## config.mk

```make
export PLATFORM = sky130hd
export DESIGN_NAME = indexed_list_store_core
export DESIGN_NICKNAME = d
export VERILOG_FILES = /design/src/rtl/ils_pkg.sv /design/src/rtl/indexed_list_store_core.sv
export SDC_FILE = /design/constraint.sdc
export NUM_CORES = 2
export LEC_CHECK = 0
export BUFFER_PORTS_ARGS = -buffer_cell sky130_fd_sc_hd__buf_2
export CORE_UTILIZATION = 40
export DETAILED_ROUTE_END_ITERATION = 10
export PLACE_DENSITY = 0.56
export SYNTH_ARGS = -nofsm -noshare
export SYNTH_HDL_FRONTEND = slang
export SYNTH_SLANG_ARGS = --single-unit
```

## constraint.sdc

```tcl
create_clock -name clk -period 4.8 [get_ports clk]
set_input_delay 0.24 -clock clk [delete_from_list [all_inputs] [get_ports clk]]
set_output_delay 0.24 -clock clk [all_outputs]
set_load 0.005 [all_outputs]
```

## src/rtl/ils_pkg.sv

```systemverilog
// ----------------------------------------------------------------------------
// ils_pkg
// Shared sizes, operation codes and status codes of the indexed list store.
// ----------------------------------------------------------------------------
package ils_pkg;

    localparam int CAPACITY = 64;
    localparam int ADDR_W   = $clog2(CAPACITY);
    localparam int CNT_W    = $clog2(CAPACITY + 1);
    localparam int POS_W    = 16;
    localparam int DATA_W   = 32;
    localparam int LEN_W    = 7;
    localparam int OP_W     = 3;
    localparam int ST_W     = 2;
    // compare width for index against count
    localparam int CMP_W    = (CNT_W > POS_W) ? CNT_W : POS_W;

    typedef enum logic [OP_W-1:0] {
        OP_APPEND = 3'd0,
        OP_INSERT = 3'd1,
        OP_REMOVE = 3'd2,
        OP_GET    = 3'd3,
        OP_SET    = 3'd4,
        OP_SIZE   = 3'd5,
        OP_CLEAR  = 3'd6
    } op_t;

    typedef enum logic [ST_W-1:0] {
        ST_OK        = 2'd0,
        ST_BAD_INDEX = 2'd1,
        ST_FULL      = 2'd2
    } status_t;

endpackage

```

## src/rtl/indexed_list_store_core.sv

```systemverilog
// ----------------------------------------------------------------------------
// indexed_list_store_core
// Ordered list of signed 32-bit words with append, indexed insert and remove,
// get, set, size and clear, kept in a single-port-write, registered-read RAM.
// ----------------------------------------------------------------------------
// One item is taken at a time; in_ready is high only while the sequencer is
// idle, and a finished result waits in the output register while the next
// item is taken. Set, size, clear, the unused code, removing the last
// element, removing index 0 of an empty list and every rejected operation
// go straight to the result state; get passes through a read state first;
// append and insert at the end write the new word directly, and insert below
// the end first moves each word from the end down to index i one slot up by
// a read and a write, then writes the new word. Remove moves each word above
// index i one slot down the same way. A finished result waits in the result
// state while the receiver stalls the output register. in_ready rises on the
// load edge. The element RAM moves one word per read/write pair while the
// address counter walks the shifted span.
module indexed_list_store_core
    import ils_pkg::*;
(
    input  logic                     clk,
    input  logic                     rst_n,
    input  logic                     in_valid,
    output logic                     in_ready,
    input  logic [OP_W-1:0]          op,
    input  logic signed [POS_W-1:0]  position,
    input  logic signed [DATA_W-1:0] value,
    output logic                     out_valid,
    input  logic                     out_ready,
    output logic signed [DATA_W-1:0] read_value,
    output logic [ST_W-1:0]          status,
    output logic [LEN_W-1:0]         length
);

    typedef enum logic [2:0] {
        S_IDLE,
        S_INS_RD,
        S_INS_WR,
        S_INS_FILL,
        S_REM_RD,
        S_REM_WR,
        S_GET,
        S_POST
    } state_t;

    state_t              state_reg;
    logic [CNT_W-1:0]    count_reg;
    logic [ADDR_W-1:0]   ptr_reg;
    logic [ADDR_W-1:0]   idx_reg;
    logic [DATA_W-1:0]   val_reg;
    logic [DATA_W-1:0]   res_value_reg;
    status_t             res_status_reg;
    logic                out_valid_reg;
    logic [DATA_W-1:0]   out_value_reg;
    status_t             out_status_reg;
    logic [LEN_W-1:0]    out_length_reg;

    logic [DATA_W-1:0]   mem [CAPACITY];
    logic [DATA_W-1:0]   rd_data_reg;
    logic                mem_we;
    logic [ADDR_W-1:0]   mem_waddr;
    logic [DATA_W-1:0]   mem_wdata;
    logic [ADDR_W-1:0]   mem_raddr;

    logic                accept;
    logic                pos_neg;
    logic [CMP_W-1:0]    pos_ext;
    logic [CMP_W-1:0]    cnt_ext;
    logic [CMP_W-1:0]    ptr_p1_ext;
    logic                below;
    logic                ins_ok;
    logic                full;
    logic [ADDR_W-1:0]   pos_addr;
    logic [ADDR_W-1:0]   cnt_addr;
    logic [ADDR_W-1:0]   cnt_m1_addr;
    logic                out_free;

    // Decode the incoming index against the current count
    assign accept      = in_valid && in_ready;
    assign in_ready    = (state_reg == S_IDLE);
    assign pos_neg     = position[POS_W-1];
    assign pos_ext     = CMP_W'($unsigned(position));
    assign cnt_ext     = CMP_W'(count_reg);
    assign ptr_p1_ext  = CMP_W'(ptr_reg) + CMP_W'(1);
    assign below       = !pos_neg && (pos_ext < cnt_ext);
    assign ins_ok      = !pos_neg && (pos_ext <= cnt_ext);
    assign full        = (cnt_ext >= CMP_W'(CAPACITY));
    assign pos_addr    = position[ADDR_W-1:0];
    assign cnt_addr    = count_reg[ADDR_W-1:0];
    assign cnt_m1_addr = cnt_addr - ADDR_W'(1);
    assign out_free    = !out_valid_reg || out_ready;

    // Drive the RAM ports from the sequencer state
    always_comb
    begin
        mem_we    = 1'b0;
        mem_waddr = ptr_reg;
        mem_wdata = rd_data_reg;
        mem_raddr = ptr_reg;
        unique case (state_reg)
            S_IDLE:
            begin
                mem_raddr = pos_addr;
                mem_waddr = pos_addr;
                mem_wdata = value;
                mem_we    = accept && (op == OP_SET) && below;
            end
            S_INS_RD:
            begin
                mem_raddr = ptr_reg;
            end
            S_INS_WR:
            begin
                mem_we    = 1'b1;
                mem_waddr = ptr_reg + ADDR_W'(1);
                mem_wdata = rd_data_reg;
            end
            S_INS_FILL:
            begin
                mem_we    = 1'b1;
                mem_waddr = idx_reg;
                mem_wdata = val_reg;
            end
            S_REM_RD:
            begin
                mem_raddr = ptr_reg + ADDR_W'(1);
            end
            S_REM_WR:
            begin
                mem_we    = 1'b1;
                mem_waddr = ptr_reg;
                mem_wdata = rd_data_reg;
            end
            S_GET, S_POST:
            begin
                mem_we = 1'b0;
            end
            default:
            begin
                mem_we = 1'b0;
            end
        endcase
    end

    // Element RAM: one write, one registered read
    always_ff @(posedge clk)
    begin
        if (mem_we)
        begin
            mem[mem_waddr] <= mem_wdata;
        end
        rd_data_reg <= mem[mem_raddr];
    end

    // Sequencer, count and result registers
    always_ff @(posedge clk or negedge rst_n)
    begin
        if (!rst_n)
        begin
            state_reg      <= S_IDLE;
            count_reg      <= '0;
            out_valid_reg  <= 1'b0;
            ptr_reg        <= '0;
            idx_reg        <= '0;
            val_reg        <= '0;
            res_value_reg  <= '0;
            res_status_reg <= ST_OK;
            out_value_reg  <= '0;
            out_status_reg <= ST_OK;
            out_length_reg <= '0;
        end
        else
        begin
            // drop the result once taken, unless a new one loads in its place
            if (out_valid_reg && out_ready && !((state_reg == S_POST) && out_free))
            begin
                out_valid_reg <= 1'b0;
            end

            unique case (state_reg)
                S_IDLE:
                begin
                    if (accept)
                    begin
                        res_value_reg <= '0;
                        val_reg       <= value;
                        unique case (op)
                            OP_APPEND, OP_INSERT:
                            begin
                                if ((op == OP_INSERT) && !ins_ok)
                                begin
                                    res_status_reg <= ST_BAD_INDEX;
                                    state_reg      <= S_POST;
                                end
                                else if (full)
                                begin
                                    res_status_reg <= ST_FULL;
                                    state_reg      <= S_POST;
                                end
                                else
                                begin
                                    res_status_reg <= ST_OK;
                                    count_reg <= count_reg + CNT_W'(1);
                                    idx_reg   <= (op == OP_APPEND) ? cnt_addr : pos_addr;
                                    ptr_reg   <= cnt_m1_addr;
                                    if ((op == OP_APPEND) || (pos_ext == cnt_ext))
                                    begin
                                        state_reg <= S_INS_FILL;
                                    end
                                    else
                                    begin
                                        state_reg <= S_INS_RD;
                                    end
                                end
                            end
                            OP_REMOVE:
                            begin
                                if ((pos_ext == '0) && (count_reg == '0))
                                begin
                                    res_status_reg <= ST_OK;
                                    state_reg      <= S_POST;
                                end
                                else if (!below)
                                begin
                                    res_status_reg <= ST_BAD_INDEX;
                                    state_reg      <= S_POST;
                                end
                                else
                                begin
                                    res_status_reg <= ST_OK;
                                    count_reg <= count_reg - CNT_W'(1);
                                    ptr_reg   <= pos_addr;
                                    // removing the last element moves nothing
                                    if (pos_ext + CMP_W'(1) != cnt_ext)
                                    begin
                                        state_reg <= S_REM_RD;
                                    end
                                    else
                                    begin
                                        state_reg <= S_POST;
                                    end
                                end
                            end
                            OP_GET:
                            begin
                                if (below)
                                begin
                                    res_status_reg <= ST_OK;
                                    state_reg      <= S_GET;
                                end
                                else
                                begin
                                    res_status_reg <= ST_BAD_INDEX;
                                    state_reg      <= S_POST;
                                end
                            end
                            OP_SET:
                            begin
                                if (!below)
                                begin
                                    res_status_reg <= ST_BAD_INDEX;
                                end
                                else
                                begin
                                    res_status_reg <= ST_OK;
                                end
                                state_reg <= S_POST;
                            end
                            OP_CLEAR:
                            begin
                                res_status_reg <= ST_OK;
                                count_reg      <= '0;
                                state_reg      <= S_POST;
                            end
                            default:
                            begin
                                res_status_reg <= ST_OK;
                                state_reg      <= S_POST;
                            end
                        endcase
                    end
                end
                S_INS_RD:
                begin
                    state_reg <= S_INS_WR;
                end
                S_INS_WR:
                begin
                    // walk down until the insert point has been vacated
                    if (ptr_reg == idx_reg)
                    begin
                        state_reg <= S_INS_FILL;
                    end
                    else
                    begin
                        ptr_reg   <= ptr_reg - ADDR_W'(1);
                        state_reg <= S_INS_RD;
                    end
                end
                S_INS_FILL:
                begin
                    state_reg <= S_POST;
                end
                S_REM_RD:
                begin
                    state_reg <= S_REM_WR;
                end
                S_REM_WR:
                begin
                    // count already holds the new length
                    if (ptr_p1_ext == cnt_ext)
                    begin
                        state_reg <= S_POST;
                    end
                    else
                    begin
                        ptr_reg   <= ptr_reg + ADDR_W'(1);
                        state_reg <= S_REM_RD;
                    end
                end
                S_GET:
                begin
                    res_value_reg <= rd_data_reg;
                    state_reg     <= S_POST;
                end
                S_POST:
                begin
                    // hold until the output register is free
                    if (out_free)
                    begin
                        out_valid_reg  <= 1'b1;
                        out_value_reg  <= res_value_reg;
                        out_status_reg <= res_status_reg;
                        out_length_reg <= cnt_ext[LEN_W-1:0];
                        state_reg      <= S_IDLE;
                    end
                end
                default:
                begin
                    state_reg <= S_IDLE;
                end
            endcase
        end
    end

    assign out_valid  = out_valid_reg;
    assign read_value = out_value_reg;
    assign status     = out_status_reg;
    assign length     = out_length_reg;

`ifndef SYNTHESIS
    a_count_in_range: assert property (@(posedge clk) disable iff (!rst_n)
        CMP_W'(count_reg) <= CMP_W'(CAPACITY))
        else $error("element count above capacity");

    a_full_length: assert property (@(posedge clk) disable iff (!rst_n)
        (out_valid_reg && (out_status_reg == ST_FULL))
            |-> (out_length_reg == LEN_W'(CAPACITY)))
        else $error("full status without a full store");

    a_read_only_ok: assert property (@(posedge clk) disable iff (!rst_n)
        (out_valid_reg && (out_value_reg != '0)) |-> (out_status_reg == ST_OK))
        else $error("read data returned with an error status");

    a_post_to_out: assert property (@(posedge clk) disable iff (!rst_n)
        ((state_reg == S_POST) && out_free) |=> (out_valid_reg && (state_reg == S_IDLE)))
        else $error("finished result not loaded into output register");
`endif

endmodule

```

* Word-level counts from Yosys, hierarchy flattened
Memories as Yosys holds them, arrays and structs flattened. A register that Yosys moved wholly into a read port is not among the register bits.
Cells that the tools add are included.
W data, S select, Z words.
** Storage, ports and cells
- ROM bits :: 0
- Memories kept :: 1
- Register bits after elaboration :: 130
- Memory bits (writable) :: 2048
- Output and inout port bits :: 43
- Latch bits :: 0
- Bits of input ports :: 55
** Operators by class
- Add/sub/neg operators :: 7
- Multiplexer cells :: 44
- Shifts and indexed selects :: 0
- Eq/ne operators :: 29
- Reduce and logical (&&, ||, !) cells :: 34
- Divide/modulo/power cells :: 0
- Bitwise logic cells :: 2
- $lt $le $gt $ge :: 3
- $mul :: 0
** Memories
- mem :: depth 64, bits a word 32, read ports 1, clocked after memory_dff 1, wr ports 1, line indexed_list_store_core.sv:58 : logic [DATA_W-1:0] mem [CAPACITY];
** Operators by type and width (number)
- $pmux W32 S2 :: 2
- $mux W6 :: 8
- $pmux W6 S3 :: 2
- $mux W32 :: 1
- $mux W7 :: 4
- $pmux W6 S2 :: 2
- $pmux W3 S7 :: 1
- $pmux W7 S3 :: 1
- $eq A3 B3 Y1 const B :: 6
- $add A16 B1 Y16 const B :: 1
- $eq A16 B7 Y1 :: 1
- $le A16 B7 Y1 :: 1
- $logic_not A16 Y1 :: 1
- $lt A16 B7 Y1 :: 1
- $mux W2 :: 8
- $ne A16 B7 Y1 :: 1
- $ne A2 B2 Y1 const B :: 7
- $eq A3 B2 Y1 const B :: 4
- $mux W3 :: 4
- $ne A3 B3 Y1 const B :: 4
- $sub A6 B1 Y6 const B :: 2
- $logic_and A1 B1 Y1 :: 10
- $pmux W3 S3 :: 1
- $reduce_and A9 Y1 :: 1
- other kinds (25) :: 45

* Longest topological paths before layout
- Depth after elaboration :: 8
- Depth in mapped cells :: 13
- Mapped depth without buffers :: 12

* Least setup slack after synthesis
Ideal clock, no wire load.
- Path kind :: flip-flop to flip-flop
- Start point :: register state_reg[2]
- End point :: memory mem[0][0], data pin
- Buffers on the path :: 4
- Required time :: 4.252 ns
- Path slack :: 0.637 ns
- Cell stages (with the launch flop) :: 9
- Setup time :: 0.548 ns
- Data arrival time :: 3.615 ns
- Clock period less this slack :: 4.163 ns
- Cell sequence :: dfrtp_1 > clkbuf_1 > buf_1 > buf_1 > buf_1 > nor2_1 > o21ai_0 > o22ai_1 > a21oi_1
** Between the ends
- Word-level cells in the longest chain between the ends :: 2
- Elaborated cells between the ends (all ways) :: 3
- Classes of those cells :: eq/ne (1); mux (1); reduce/logical (1)
** RTL lines
- from (decl) :: line indexed_list_store_core.sv:46 : state_t state_reg;
- from (signal assigned) :: line indexed_list_store_core.sv:160 : state_reg <= S_IDLE;
- from (signal assigned) :: line indexed_list_store_core.sv:193 : state_reg <= S_POST;
- from (signal assigned) :: line indexed_list_store_core.sv:198 : state_reg <= S_POST;
- $eq A3 B2 Y1 or $logic_not A3 Y1 (tied branches) :: line indexed_list_store_core.sv:100 : unique case (state_reg)
- $pmux W32 S2 * :: line indexed_list_store_core.sv:100
- named net mem_wdata[0] :: line indexed_list_store_core.sv:62 : logic [DATA_W-1:0] mem_wdata;
- to (decl) :: line indexed_list_store_core.sv:58
Mark *: on every way through the listed nets, which the timed path passes. The rest lies on a longest branch.

* Worst setup path after layout
- Start point :: register ptr_reg[0]
- End point :: register rd_data_reg[15] (read register of mem)
** Between the ends
- Word-level cells in the longest chain between the ends :: 2
** RTL lines
- from (decl) :: line indexed_list_store_core.sv:48 : logic [ADDR_W-1:0] ptr_reg;
- from (signal assigned) :: line indexed_list_store_core.sv:205 : ptr_reg <= cnt_m1_addr;
- from (signal assigned) :: line indexed_list_store_core.sv:232 : ptr_reg <= pos_addr;
- from (signal assigned) :: line indexed_list_store_core.sv:296 : ptr_reg <= ptr_reg - ADDR_W'(1);
- $add A6 B1 Y6 :: line indexed_list_store_core.sv:126 : mem_raddr = ptr_reg + ADDR_W'(1);
- $pmux W6 S2 * :: line indexed_list_store_core.sv:100
- to (decl) :: line indexed_list_store_core.sv:59 : logic [DATA_W-1:0] rd_data_reg;
Mark *: on every way between the ends. The rest lies on a longest branch, timed or not.
A chain may end at the register's enable or synchronous reset.

==> results.json <==
{
  "drc_errors": 0,
  "fmax_mhz": 214,
  "drive_gt1_share_pct": 27.3,
  "crit_fanout": 47,
  "synth_ff_type": "edfxtp_1",
  "antenna_found_initial": 14,
  "syn_to_final_growth_pct": 16.3,
  "slowest_delay_ns": 0.74,
  "p_clk_share_pct": 20.8,
  "yosysWarnings": 0,
  "skew_ns": 0.0372,
  "grtUsageTotal_pct": 22.2,
  "hold_viol_final": 0,
  "ant_nets": 0,
  "rr_worst_depth": 11,
  "tightest_slew_ns": 1.37,
  "synth_top_area_cell": "edfxtp_1",
  "drtPass1Iterations": 6,
  "synth.distinct_cells": 68,
  "vias": 45434,
  "postSynth.asyncResetShare_pct": 5.88,
  "layout.nets": 4808,
  "setup_tns_ns": 0,
  "cp-endpoint": "rd_data_reg[15]",
  "drv_slew": 0,
  "syn_inst": 4377,
  "mostFrequentLayoutCell": "edfxtp_1",
  "start_kind": "flop",
  "worst-path-stages": 11,
  "cp.arrival_ns": 5.47,
  "clockRootBuffer": "clkbuf_16",
  "cp_cell_sequence": "inv_1 -> ha_1 -> mux2i_1 -> o21ai_0 -> nor2_4 -> buf_12 -> buf_4 -> a22oi_1 -> a21oi_1 -> nor3_1 -> nor2_1",
  "synth_nets": 4450,
  "hp-class": "in -> async",
  "reg2reg_slack_ns": 0.12,
  "ir_drop_mv": 0.987,
  "die_w_um": 466,
  "fin_ws_ns": 0.125,
  "rows": 170,
  "cellLeakagePower_uw": 0.0321,
  "cts_setup_buffers": 0,
  "clk_path_buf_depth": 3,
  "power_density_nw_per_um2": 794,
  "synth-edff-count": 2048,
  "largest_register_ffs": 2048,
  "clock-sinks": 2210,
  "totalWireLength_mm": 241,
  "r2r_end": "rd_data_reg[15]",
  "status": "finished, final reports clean",
  "cp-end-kind": "flop",
  "synth_area_leaders": "edfxtp_1 71%, mux4_2 13%, dfrtp_1 3.8%, a22oi_1 2.3%, a21oi_1 1.1%",
  "hpwl_mm": 142,
  "pwr-share-seq_pct": 36.8,
  "synth_top_area_share_pct": 71.4,
  "finalCritPeriodShare_pct": 97.4,
  "place_congestion": 0.899,
  "cp-startpoint": "ptr_reg[0]",
  "overflow": 0,
  "fin_crit_ns": 4.68,
  "relSlewSlack_pct": 8.30,
  "fp.coreArea_um2": 214000,
  "p_comb_share_pct": 42.4,
  "avgSynthCellArea_um2": 19.7,
  "initial_utilization_pct": 40.2,
  "path_class": "reg -> reg",
  "power.switching_uw": 31000,
  "path_clk_slew_ns": 0.06,
  "vias_per_cell": 5.85,
  "crit_family": "simple AND/OR/NAND/NOR gates",
  "insertion_delay_ns": 0.88,
  "p_int_uw": 48600,
  "cts_tree": "built",
  "setup_viol": 0,
  "cp_data_required_time_ns": 5.60,
  "netSwitchingFraction_pct": 39.0,
  "grt_pass1_wl_mm": 344,
  "crit_buf_inv": 3,
  "cts_max_level": 4,
  "synth-seq-cells": 2210,
  "place_ws_ns": -0.806,
  "dieHeight_um": 466,
  "io_pins": 98,
  "layout_common_cells": "2048 x edfxtp_1, 512 x mux4_2, 257 x a22oi_1, 232 x nand2_1, 223 x clkbuf_16",
  "grt_pass1_vias": 45278,
  "grt_max_degree": 99,
  "wl_per_cell_um": 31.1,
  "cpMaxStageDelayCell": "nor2_4",
  "drv_cap": 0,
  "rsz0062_at_grt": "no",
  "cts_buffers": 219,
  "syn_area_um2": 86200,
  "rr_startpoint": "ptr_reg[0]",
  "drt_iter0_markers": 5382,
  "io_buffers": 97,
  "largest_register": "mem",
  "dieArea_um2": 217000,
  "synth_seq_area_share_pct": 75.9
}
per-stage QoR:
stage / instances / instance area, um2 / hold slack, ns / total power (uW) / utilization, %
global placement: 7306 / 92800 / 0.420 / 63100 / 43.3
finish: 7766 / 100000 / 0.0633 / 79600 / 46.8
floorplan: 4377 / 86200 / -0.0556 / 47600 / -
global route: 7760 / 100000 / 0.135 / 82400 / 46.7
detailed placement: 7306 / 92800 / 0.431 / 63400 / 43.3
CTS: 7760 / 100000 / 0.0261 / 80100 / 46.7
power groups by stage:
stage	Clock, uW	Sequential, uW	Combinational, uW
floorplan	0	29400	18200
global placement	0	29600	33500
detailed placement	0	29600	33800
CTS	16800	29200	34000
global route	17500	29400	35500
finish	16600	29300	33800
cell type report:
cell class / count / area, um2
inverter: 25 / 93.8
multi-input combinational: 1870 / 20400
tap: 2838 / 3550
fill: 17844 / 114000
clock inverter: 122 / 996
clock buffer: 286 / 5880
antenna: 6 / 15.0
timing repair buffer: 409 / 3870
sequential: 2210 / 65400
routing by layer:
layer | track usage (%) | wire, um | vias up
li1 | - | - | 18804
met1 | 31.4 | 102000 | 24490
met2 | 35.3 | 115000 | 1843
met3 | 4.09 | 17900 | 295
met4 | 6.28 | 6120 | 2
met5 | 0 | 11 | -
what timing repair did:
action                                  4_1_cts  5_1_grt
gates resized for setup                      10        4
endpoints found under the setup margin        6      103
endpoints found under the hold margin       147        0
hold buffers                                 46        0
kinds of logic after synthesis:
| family | share of synthesized area (%) |
|---|---|
| flip-flops | 75.9 |
| AO/OA/AOI/OAI | 5.00 |
| AND/OR/NAND/NOR | 2.88 |
| multiplexers | 14.0 |
| buffers and inverters | 1.56 |
| XOR/XNOR | 0.351 |
| adder cells (fa/ha/maj) | 0.270 |
synthesized netlist by cell type, types with 6 or more instances:
library cell	instances
xor2_1	8
mux4_2	512
o31ai_1	9
a21o_1	7
inv_1	23
edfxtp_1	2048
buf_4	8
nor3_1	79
nor2_1	181
buf_6	12
o21ai_0	113
or3_1	24
nor4_1	6
nand3_1	11
clkbuf_1	147
a22oi_1	259
mux2_2	42
ha_1	17
o22ai_1	46
dfrtp_1	130
nand4_1	9
mux2i_1	10
xnor2_1	24
buf_2	89
dfxtp_1	32
buf_1	16
nand2_1	232
nand2b_1	6
a21oi_1	195
o21a_1	6
how the worst min path moves through the flow:
stage | from | to | slack [ns] | depth (start not counted)
after CTS | position[9] | res_status_reg[1] | 0.03 | 6
final | rst_n | count_reg[2] | 0.06 | 2
after global routing | position[8] | res_status_reg[1] | 0.14 | 6
after floorplan | rst_n | count_reg[0] | -0.06 | 0
after global placement | rst_n | count_reg[6] | 0.42 | 1
after detailed placement | rst_n | count_reg[0] | 0.43 | 1
Note: power is estimated with default switching activity, not from simulation.
